### src/sv/lmrq_pkg.sv
package lmrq_pkg;

  // Defaults for the top level parameters
  localparam int unsigned DEF_QUEUE_DEPTH = 8;
  localparam int unsigned DEF_ROW_COUNT   = 8;

  // Field widths
  localparam int unsigned ROW_W     = 3;
  localparam int unsigned PCT_W     = 8;
  localparam int unsigned LEN_W     = 12;
  localparam int unsigned LEVEL_W   = 6;
  localparam int unsigned CFG_IDX_W = 2;

  // Configuration register indexes and reset values
  localparam logic [CFG_IDX_W-1:0] CFG_ROW_BYTES = 2'd0;
  localparam logic [CFG_IDX_W-1:0] CFG_BG_BYTES  = 2'd1;
  localparam logic [LEN_W-1:0]     ROW_BYTES_RST = 12'd24;
  localparam logic [LEN_W-1:0]     BG_BYTES_RST  = 12'd18;

  // Background level scaling
  localparam int unsigned LEVEL_MAX = 63;
  localparam int unsigned PCT_FULL  = 100;

  typedef enum logic [1:0] {
    ACT_TICK = 2'd0,
    ACT_ROW  = 2'd1,
    ACT_BG   = 2'd2,
    ACT_DONE = 2'd3
  } act_e;

  typedef enum logic {
    ST_IDLE,
    ST_EXEC
  } state_e;

  typedef struct packed {
    logic [1:0]       action;
    logic [ROW_W-1:0] row;
    logic [PCT_W-1:0] percent;
  } in_item_t;

  typedef struct packed {
    logic               start_send;
    logic               send_background;
    logic [ROW_W-1:0]   send_row;
    logic [LEN_W-1:0]   send_length;
    logic               select_background;
    logic               latch_pulse;
    logic [ROW_W-1:0]   lit_row;
    logic [LEVEL_W-1:0] background_level;
    logic               queue_overflow;
    logic               queue_empty;
    logic               spurious_done;
  } out_item_t;

  // Queue entry: background kind flag and row number
  typedef struct packed {
    logic             kind;
    logic [ROW_W-1:0] row;
  } entry_t;

  typedef struct packed {
    logic load;
    logic exec;
    logic cfg_we;
  } ctrl_cmd_t;

endpackage

### src/sv/led_matrix_row_refresh_queue.sv
// Channel   Direction  Handshake                    Payload
// --------  ---------  ---------------------------  ----------------------------
// command   in         start & !busy                item_i (in_item_t)
// result    out        res_valid_o, one cycle       res_o (out_item_t)
// config    in         cfg_valid_i & cfg_ready_o    cfg_index_i, cfg_data_i
//
// Each item has an accept cycle and a busy cycle: the accept cycle issues the
// queue RAM read of the entry after the head, the next cycle (busy high) uses
// the registered read data and updates the queue. The result beat follows in
// the cycle after, and a new command may be accepted in that same cycle.
// Reset is asynchronous, active low; the queue RAM needs no clearing pass.
// The result side cannot stall: every beat is taken in its single cycle.
module led_matrix_row_refresh_queue
  import lmrq_pkg::*;
#(
  parameter int unsigned QUEUE_DEPTH = DEF_QUEUE_DEPTH,
  parameter int unsigned ROW_COUNT   = DEF_ROW_COUNT
) (
  input  logic                 clk_i,
  input  logic                 rst_ni,
  // command beat
  input  logic                 start,
  output logic                 busy,
  input  in_item_t             item_i,
  // result beat
  output logic                 res_valid_o,
  output out_item_t            res_o,
  // configuration beat
  input  logic                 cfg_valid_i,
  output logic                 cfg_ready_o,
  input  logic [CFG_IDX_W-1:0] cfg_index_i,
  input  logic [LEN_W-1:0]     cfg_data_i
);

  ctrl_cmd_t cmd;

  // Sequencer: idle / execute, plus the result strobe
  lmrq_ctrl u_ctrl (
    .clk_i      (clk_i),
    .rst_ni     (rst_ni),
    .start      (start),
    .cfg_valid_i(cfg_valid_i),
    .cmd_o      (cmd),
    .busy       (busy),
    .cfg_ready_o(cfg_ready_o),
    .res_valid_o(res_valid_o)
  );

  // Queue, scan row, select line, byte count registers and result register
  lmrq_datapath #(
    .QUEUE_DEPTH(QUEUE_DEPTH),
    .ROW_COUNT  (ROW_COUNT)
  ) u_datapath (
    .clk_i      (clk_i),
    .rst_ni     (rst_ni),
    .cmd_i      (cmd),
    .item_i     (item_i),
    .cfg_index_i(cfg_index_i),
    .cfg_data_i (cfg_data_i),
    .res_o      (res_o)
  );

  // A result beat always lands with the sequencer back at idle
  a_res_when_idle: assert property (
    @(posedge clk_i) disable iff (!rst_ni) res_valid_o |-> !busy
  ) else $error("result beat while busy");

  // An accepted command yields a result beat after its execute cycle
  a_res_follows: assert property (
    @(posedge clk_i) disable iff (!rst_ni) (start && !busy) |=> ##1 res_valid_o
  ) else $error("missing result beat");

  // A flush never starts a transfer
  a_overflow_no_start: assert property (
    @(posedge clk_i) disable iff (!rst_ni)
      (res_valid_o && res_o.queue_overflow) |-> (!res_o.start_send && res_o.queue_empty)
  ) else $error("transfer started on overflow");

  // An ignored done neither latches nor starts anything
  a_spurious_quiet: assert property (
    @(posedge clk_i) disable iff (!rst_ni)
      (res_valid_o && res_o.spurious_done) |-> (!res_o.latch_pulse && !res_o.start_send)
  ) else $error("spurious done had an effect");

endmodule

### src/sv/lmrq_ram.sv
module lmrq_ram #(
  parameter int unsigned WIDTH = 4,
  parameter int unsigned DEPTH = 8
) (
  input  logic                     clk_i,
  input  logic                     we_i,
  input  logic [$clog2(DEPTH)-1:0] waddr_i,
  input  logic [WIDTH-1:0]         wdata_i,
  input  logic [$clog2(DEPTH)-1:0] raddr_i,
  output logic [WIDTH-1:0]         rdata_o
);

  logic [WIDTH-1:0] mem_q [DEPTH];
  logic [WIDTH-1:0] rdata_q;

  always_ff @(posedge clk_i) begin
    if (we_i) begin
      mem_q[waddr_i] <= wdata_i;
    end
    rdata_q <= mem_q[raddr_i];
  end

  assign rdata_o = rdata_q;

endmodule

### src/sv/lmrq_ctrl.sv
module lmrq_ctrl
  import lmrq_pkg::*;
(
  input  logic      clk_i,
  input  logic      rst_ni,
  input  logic      start,
  input  logic      cfg_valid_i,
  output ctrl_cmd_t cmd_o,
  output logic      busy,
  output logic      cfg_ready_o,
  output logic      res_valid_o
);

  state_e state_q, state_d;
  logic   res_valid_q;

  always_comb begin
    state_d = state_q;
    case (state_q)
      ST_IDLE: begin
        if (start) begin
          state_d = ST_EXEC;
        end
      end
      ST_EXEC: state_d = ST_IDLE;
      default: state_d = ST_IDLE;
    endcase
  end

  always_comb begin
    cmd_o       = '0;
    busy        = 1'b0;
    cfg_ready_o = 1'b0;
    case (state_q)
      ST_IDLE: begin
        cmd_o.load   = start;
        cmd_o.cfg_we = cfg_valid_i;
        cfg_ready_o  = 1'b1;
      end
      ST_EXEC: begin
        cmd_o.exec = 1'b1;
        busy       = 1'b1;
      end
      default: ;
    endcase
  end

  always_ff @(posedge clk_i or negedge rst_ni) begin
    if (!rst_ni) begin
      state_q     <= ST_IDLE;
      res_valid_q <= 1'b0;
    end else begin
      state_q     <= state_d;
      res_valid_q <= cmd_o.exec;
    end
  end

  assign res_valid_o = res_valid_q;

endmodule

### src/sv/lmrq_datapath.sv
module lmrq_datapath
  import lmrq_pkg::*;
#(
  parameter int unsigned QUEUE_DEPTH = DEF_QUEUE_DEPTH,
  parameter int unsigned ROW_COUNT   = DEF_ROW_COUNT
) (
  input  logic                 clk_i,
  input  logic                 rst_ni,
  input  ctrl_cmd_t            cmd_i,
  input  in_item_t             item_i,
  input  logic [CFG_IDX_W-1:0] cfg_index_i,
  input  logic [LEN_W-1:0]     cfg_data_i,
  output out_item_t            res_o
);

  localparam int unsigned IdxW       = $clog2(QUEUE_DEPTH);
  localparam int unsigned OccW       = IdxW + 1;
  localparam int unsigned LevelShift = 19;
  // ceil(2^19 / 100) folded with the 63 scale; exact for percent below 100
  localparam int unsigned LevelMul   = LEVEL_MAX * (((1 << LevelShift) + PCT_FULL - 1) / PCT_FULL);
  localparam int unsigned ProdW      = PCT_W + $clog2(LevelMul + 1);

  function automatic logic [IdxW-1:0] idx_inc(input logic [IdxW-1:0] idx);
    return (idx == IdxW'(QUEUE_DEPTH - 1)) ? '0 : idx + 1'b1;
  endfunction

  in_item_t         item_q;
  logic [LEN_W-1:0] row_bytes_q, bg_bytes_q;
  logic [IdxW-1:0]  head_q, head_d, tail_q, tail_d;
  logic             sending_q, sending_d;
  logic [ROW_W-1:0] scan_q, scan_d, scan_next;
  logic             select_q, select_d;
  out_item_t        res_q, res;

  logic [OccW-1:0]    occ;
  logic               full;
  logic               enq, do_start, ram_we;
  entry_t             enq_entry, start_entry, head_entry;
  logic [ProdW-1:0]   pct_prod;
  logic [LEVEL_W-1:0] level;
  logic [$bits(entry_t)-1:0] ram_rdata;

  // Only the entry after the head is ever fetched: when idle the queue is empty,
  // so an enqueue starts the entry it has just written.
  lmrq_ram #(
    .WIDTH($bits(entry_t)),
    .DEPTH(QUEUE_DEPTH)
  ) u_queue (
    .clk_i  (clk_i),
    .we_i   (ram_we),
    .waddr_i(tail_q),
    .wdata_i(enq_entry),
    .raddr_i(idx_inc(head_q)),
    .rdata_o(ram_rdata)
  );

  assign head_entry = entry_t'(ram_rdata);

  assign occ = (tail_q >= head_q) ?
               ({1'b0, tail_q} - {1'b0, head_q}) :
               ({1'b0, tail_q} + OccW'(QUEUE_DEPTH) - {1'b0, head_q});
  assign full = (occ >= OccW'(QUEUE_DEPTH - 2));

  assign scan_next = (scan_q == ROW_W'(ROW_COUNT - 1)) ? '0 : scan_q + 1'b1;

  assign pct_prod = ProdW'(item_q.percent) * ProdW'(LevelMul);
  assign level    = (item_q.percent >= PCT_W'(PCT_FULL)) ?
                    LEVEL_W'(LEVEL_MAX) : pct_prod[LevelShift +: LEVEL_W];

  always_comb begin
    head_d      = head_q;
    tail_d      = tail_q;
    sending_d   = sending_q;
    scan_d      = scan_q;
    select_d    = select_q;
    res         = '0;
    enq         = 1'b0;
    enq_entry   = '0;
    ram_we      = 1'b0;
    do_start    = 1'b0;
    start_entry = '0;

    case (act_e'(item_q.action))
      ACT_TICK: begin
        scan_d        = scan_next;
        enq           = 1'b1;
        enq_entry.row = scan_next;
      end
      ACT_ROW: begin
        if ({1'b0, item_q.row} < (ROW_W + 1)'(ROW_COUNT)) begin
          enq           = 1'b1;
          enq_entry.row = item_q.row;
        end
      end
      ACT_BG: begin
        res.background_level = level;
        enq                  = 1'b1;
        enq_entry.kind       = 1'b1;
      end
      ACT_DONE: begin
        if (!sending_q) begin
          res.spurious_done = 1'b1;
        end else begin
          select_d        = 1'b0;
          res.latch_pulse = 1'b1;
          res.lit_row     = scan_q;
          if (head_q != tail_q) begin
            head_d = idx_inc(head_q);
          end
          sending_d = 1'b0;
          if (head_d != tail_q) begin
            do_start    = 1'b1;
            start_entry = head_entry;
          end
        end
      end
      default: ;
    endcase

    if (enq) begin
      if (full) begin
        head_d             = '0;
        tail_d             = '0;
        sending_d          = 1'b0;
        res.queue_overflow = 1'b1;
      end else begin
        ram_we = cmd_i.exec;
        tail_d = idx_inc(tail_q);
        if (!sending_q) begin
          do_start    = 1'b1;
          start_entry = enq_entry;
        end
      end
    end

    if (do_start) begin
      sending_d           = 1'b1;
      select_d            = start_entry.kind;
      res.start_send      = 1'b1;
      res.send_background = start_entry.kind;
      res.send_row        = start_entry.kind ? '0 : start_entry.row;
      res.send_length     = start_entry.kind ? bg_bytes_q : row_bytes_q;
    end

    res.select_background = select_d;
    res.queue_empty       = (head_d == tail_d);
  end

  always_ff @(posedge clk_i or negedge rst_ni) begin
    if (!rst_ni) begin
      row_bytes_q <= ROW_BYTES_RST;
      bg_bytes_q  <= BG_BYTES_RST;
      head_q      <= '0;
      tail_q      <= '0;
      sending_q   <= 1'b0;
      scan_q      <= '0;
      select_q    <= 1'b0;
    end else begin
      if (cmd_i.cfg_we) begin
        case (cfg_index_i)
          CFG_ROW_BYTES: row_bytes_q <= cfg_data_i;
          CFG_BG_BYTES:  bg_bytes_q  <= cfg_data_i;
          default: ;
        endcase
      end
      if (cmd_i.exec) begin
        head_q    <= head_d;
        tail_q    <= tail_d;
        sending_q <= sending_d;
        scan_q    <= scan_d;
        select_q  <= select_d;
      end
    end
  end

  always_ff @(posedge clk_i) begin
    if (cmd_i.load) begin
      item_q <= item_i;
    end
    if (cmd_i.exec) begin
      res_q <= res;
    end
  end

  assign res_o = res_q;

endmodule

### config.mk
export PLATFORM = sky130hd
export DESIGN_NAME = led_matrix_row_refresh_queue
export DESIGN_NICKNAME = d
export VERILOG_FILES = /design/src/sv/lmrq_pkg.sv /design/src/sv/led_matrix_row_refresh_queue.sv /design/src/sv/lmrq_ram.sv /design/src/sv/lmrq_ctrl.sv /design/src/sv/lmrq_datapath.sv
export SDC_FILE = /design/constraint.sdc
export NUM_CORES = 1
export LEC_CHECK = 0
export ABC_CLOCK_PERIOD_IN_PS = 7800
export BUFFER_PORTS_ARGS = -buffer_cell sky130_fd_sc_hd__buf_2
export CORE_MARGIN = 5
export CORE_UTILIZATION = 24
export CTS_CLUSTER_SIZE = 24
export DETAILED_ROUTE_END_ITERATION = 8
export GPL_ROUTABILITY_DRIVEN = 0
export SYNTH_ARGS = -nofsm -noshare
export SYNTH_HDL_FRONTEND = slang
export SYNTH_SLANG_ARGS = --single-unit
### constraint.sdc
create_clock -name clk_i -period 7.8 [get_ports clk_i]
set_input_delay 1.95 -clock clk_i [delete_from_list [all_inputs] [get_ports clk_i]]
set_output_delay 1.95 -clock clk_i [all_outputs]
set_load 0.01 [all_outputs]
==> impl_metrics.tcl <==
set metrics [dict create \
    ant_nets 0 \
    yosysWarnings 0 \
    startpoint_type "flip-flop" \
    ys_seq_area_frac 0.530 \
    routed_wl_mm 13.7 \
    comb_power_share 0.350 \
    min_path_cells 1 \
    setup_tns_ns 0 \
    clk_pin_slew_ns 0.05 \
    fillers 2608 \
    numCtsBuffers 17 \
    dr_wl_met2_mm 5.90 \
    hp-start "u_datapath.row_bytes_q[10]" \
    htreeDepth 4 \
    worstSetupEndpointType "output pin" \
    overflow 0 \
    timing.rr.start "u_datapath.head_q[0]" \
    hold_end "u_datapath.row_bytes_q[10]" \
    core_area_sq_mm 0.0258 \
    cts_buffer_depth 2 \
    ff2ff_path_depth 10 \
    slew_headroom 0.262 \
    hold_path.class "reg2reg" \
    post_cts_resized 0 \
    cts_sinks 117 \
    worst_pin_slew_ns 1.10 \
    power_mw 2.59 \
    finalNetCount 647 \
    grt_usage 0.0987 \
    die_w_um 171 \
    leakagePower_nw 3.07 \
    top_layer "met5" \
    drt_pre_antenna_iters 5 \
    max-cap-violations 0 \
    synth_nets 576 \
    num_rows 59 \
    cts-hold-fix-buffers 0 \
    ioPinCount 65 \
    post_cts_buffers 0 \
    synth_area_sq_mm 0.00622 \
    dp_hpwl_mm 10.2 \
    max_stage_delay_ns 0.81 \
    r2r_end "u_datapath.res_o[18]" \
    num_vias 4034 \
    layout_worst_path_cycle_share 0.485 \
    start_util 0.241 \
    slowest_stage "dfrtp_2" \
    path_cells "buf_4, buf_2" \
    routedLengthMet1_mm 6.36 \
    critPathArrivalTime_ns 1.83 \
    ir_worst_vdd_uv 181 \
    p_seq_frac 0.355 \
    area_delta_synth_final_pct 21.1 \
    wl_met3_mm 1.17 \
    drv_slew 0 \
    fin_skew_ns 0.00659 \
    rsz0062_at_grt "no" \
    numPortBuffers 64 \
    fin_area_sq_mm 0.00753 \
    fin_crit_ns 3.78 \
    drc_errors 0 \
    power.internal_mw 1.69 \
    switching_share 0.350 \
    p_sw_uw 906 \
    syn_inst 474 \
    grt_pass1_vias 4193 \
    cts_root_buffer "clkbuf_16" \
    wl_per_cell_um 15.3 \
    ys_types 55 \
    drt-initial-drc-count 215 \
    die_area_sq_mm 0.0292 \
    synth_edf_count 76 \
    finalSetupViolCount 0 \
    power_frac_clock 0.295 \
    hold_violations 0 \
    status "finished clean" \
    dpl_cell_area_sq_mm 0.00693 \
    grt_max_degree 38 \
    cts_tree "done" \
    synthFlopType "edfxtp_1" \
    grt_pass1_wl_mm 22.5 \
    via_per_inst 4.51 \
    power.density_mw_per_mm2 344 \
    crit_type "reg2out" \
    cpLargestDelayFamily "flip-flops" \
    fmax_ghz 0.265 \
    ys_async_sr_fraction 0.316 \
    worst-endpoint-required_ns 5.85 \
    ys_seq_elements 117 \
    cp_max_fo 33 \
    synth_area_per_cell_sq_um 13.1 \
    clk_latency_ns 0.41 \
    regToRegSetupSlack_ns 4.10 \
    fp.dieH_um 171 \
    path_buf_inv 2 \
    grt_antenna_before_repair 3 \
    drive_gt1_frac 0.262 \
]
registers in the layout, indices dropped and copies added (netlist names):
signal                      cells
u_datapath.row_bytes_q         12
u_ctrl.state_q                  1
u_datapath.u_queue.rdata_o      4
u_datapath.item_q              13
u_datapath.u_queue.mem_q       32
u_datapath.res_o               31
u_datapath.select_q             1
u_datapath.scan_q               3
u_datapath.head_q               3
u_datapath.bg_bytes_q          12
u_ctrl.res_valid_o              1
u_datapath.tail_q               3
u_datapath.sending_q            1
cell usage after synthesis (8+ instances only):
library cell | count | area share
xnor2_1 | 13 | 0.018
dfrtp_1 | 33 | 0.13
nor2_1 | 20 | 0.012
edfxtp_1 | 76 | 0.37
mux2_2 | 27 | 0.049
nand3_1 | 10 | 0.0080
a22o_1 | 15 | 0.021
clkbuf_1 | 10 | 0.0060
o21ai_0 | 14 | 0.011
a21o_1 | 8 | 0.0097
inv_1 | 27 | 0.016
nor3_1 | 11 | 0.0089
ha_1 | 59 | 0.12
a21oi_1 | 21 | 0.017
a31oi_1 | 11 | 0.011
nand2_1 | 21 | 0.013
fa_1 | 12 | 0.039
how the worst max path moves through the flow:
| stage | from | cells after the start | slack [ns] | endpoint |
|---|---|---|---|---|
| after global routing | u_datapath.head_q[0] | 10 | 3.86 | u_datapath.res_o[14] |
| after detailed placement | u_datapath.head_q[0] | 10 | 4.15 | u_datapath.res_o[14] |
| after global placement | u_datapath.item_q[2] | 11 | 4.24 | u_datapath.res_o[7] |
| after floorplan | u_ctrl.state_q | 2 | 4.37 | cfg_ready_o |
| after CTS | u_ctrl.state_q | 2 | 3.98 | busy |
| final | u_ctrl.state_q | 2 | 4.02 | busy |
worst reg2reg max path, cell delays in order, from the launching register on:
cell,delay (ns)
dfrtp_1,0.66
ha_1,0.26
inv_1,0.05
fa_1,0.38
fa_1,0.37
a31oi_1,0.17
or3_1,0.16
nand3_1,0.19
nor3_1,0.49
o21bai_1,0.57
a22o_1,0.26
cell type report:
class | count | area [sq um] | share of cell area
Clock inverter | 12 | 116 | 0.0155
Inverter | 27 | 101 | 0.0135
Multi-Input combinational cell | 313 | 2760 | 0.366
Tap cell | 335 | 419 | 0.0557
Sequential cell | 117 | 3290 | 0.438
Timing Repair Buffer | 69 | 358 | 0.0475
Clock buffer | 20 | 479 | 0.0636
Antenna cell | 1 | 2.50 | 0.000332
power by group through the flow:
stage	Sequential (mW)	Clock (mW)	Combinational, mW
global placement	0.933	0	0.901
global route	0.938	0.814	1.01
floorplan	0.897	0	0.701
CTS	0.922	0.778	0.915
finish	0.922	0.764	0.907
detailed placement	0.932	0	0.909
routing by layer:
layer	global-route usage	vias up
li1	-	1941
met1	0.133	1956
met2	0.143	114
met3	0.0407	19
met4	0.0348	4
met5	0	-
cells by family (layout without fill, tap and decap cells):
kind of cell               count (synthesis)  in the layout  share of synthesized area
DFF                                      117            117                      0.530
buffers and inverters                     44            128                     0.0288
adders and majority gates                 71             71                      0.157
AOI/OAI and AO/OA                         93             93                      0.104
muxes                                     38             38                     0.0787
other                                      0              1                          0
xor gates and xnor gates                  16             16                     0.0225
and+or+nand+nor                           95             95                     0.0787
metrics by stage:
step | cells | hold slack (ns) | utilization | worst slack, ns
2_1_floorplan | 474 | 0.481 | - | 4.37
5_1_grt | 894 | 0.519 | 0.292 | 3.86
3_3_place_gp | 861 | 0.490 | 0.269 | 4.24
4_1_cts | 893 | 0.509 | 0.292 | 3.98
3_5_place_dp | 861 | 0.496 | 0.269 | 4.15
6_report | 894 | 0.506 | 0.292 | 4.02
cell usage in the layout, fill, tap and decap left out, types with 8 or more instances in the layout:
cell type,count
clkbuf_16,19
a31oi_1,11
nand2_1,21
mux2_2,27
a22o_1,15
dfrtp_1,32
a21o_1,8
nand3_1,10
a21oi_1,21
nor3_1,11
buf_2,64
o21ai_0,14
xnor2_1,13
nor2_1,20
ha_1,59
fa_1,12
edfxtp_1,76
inv_1,27
Power figures use the tool's default switching activity.
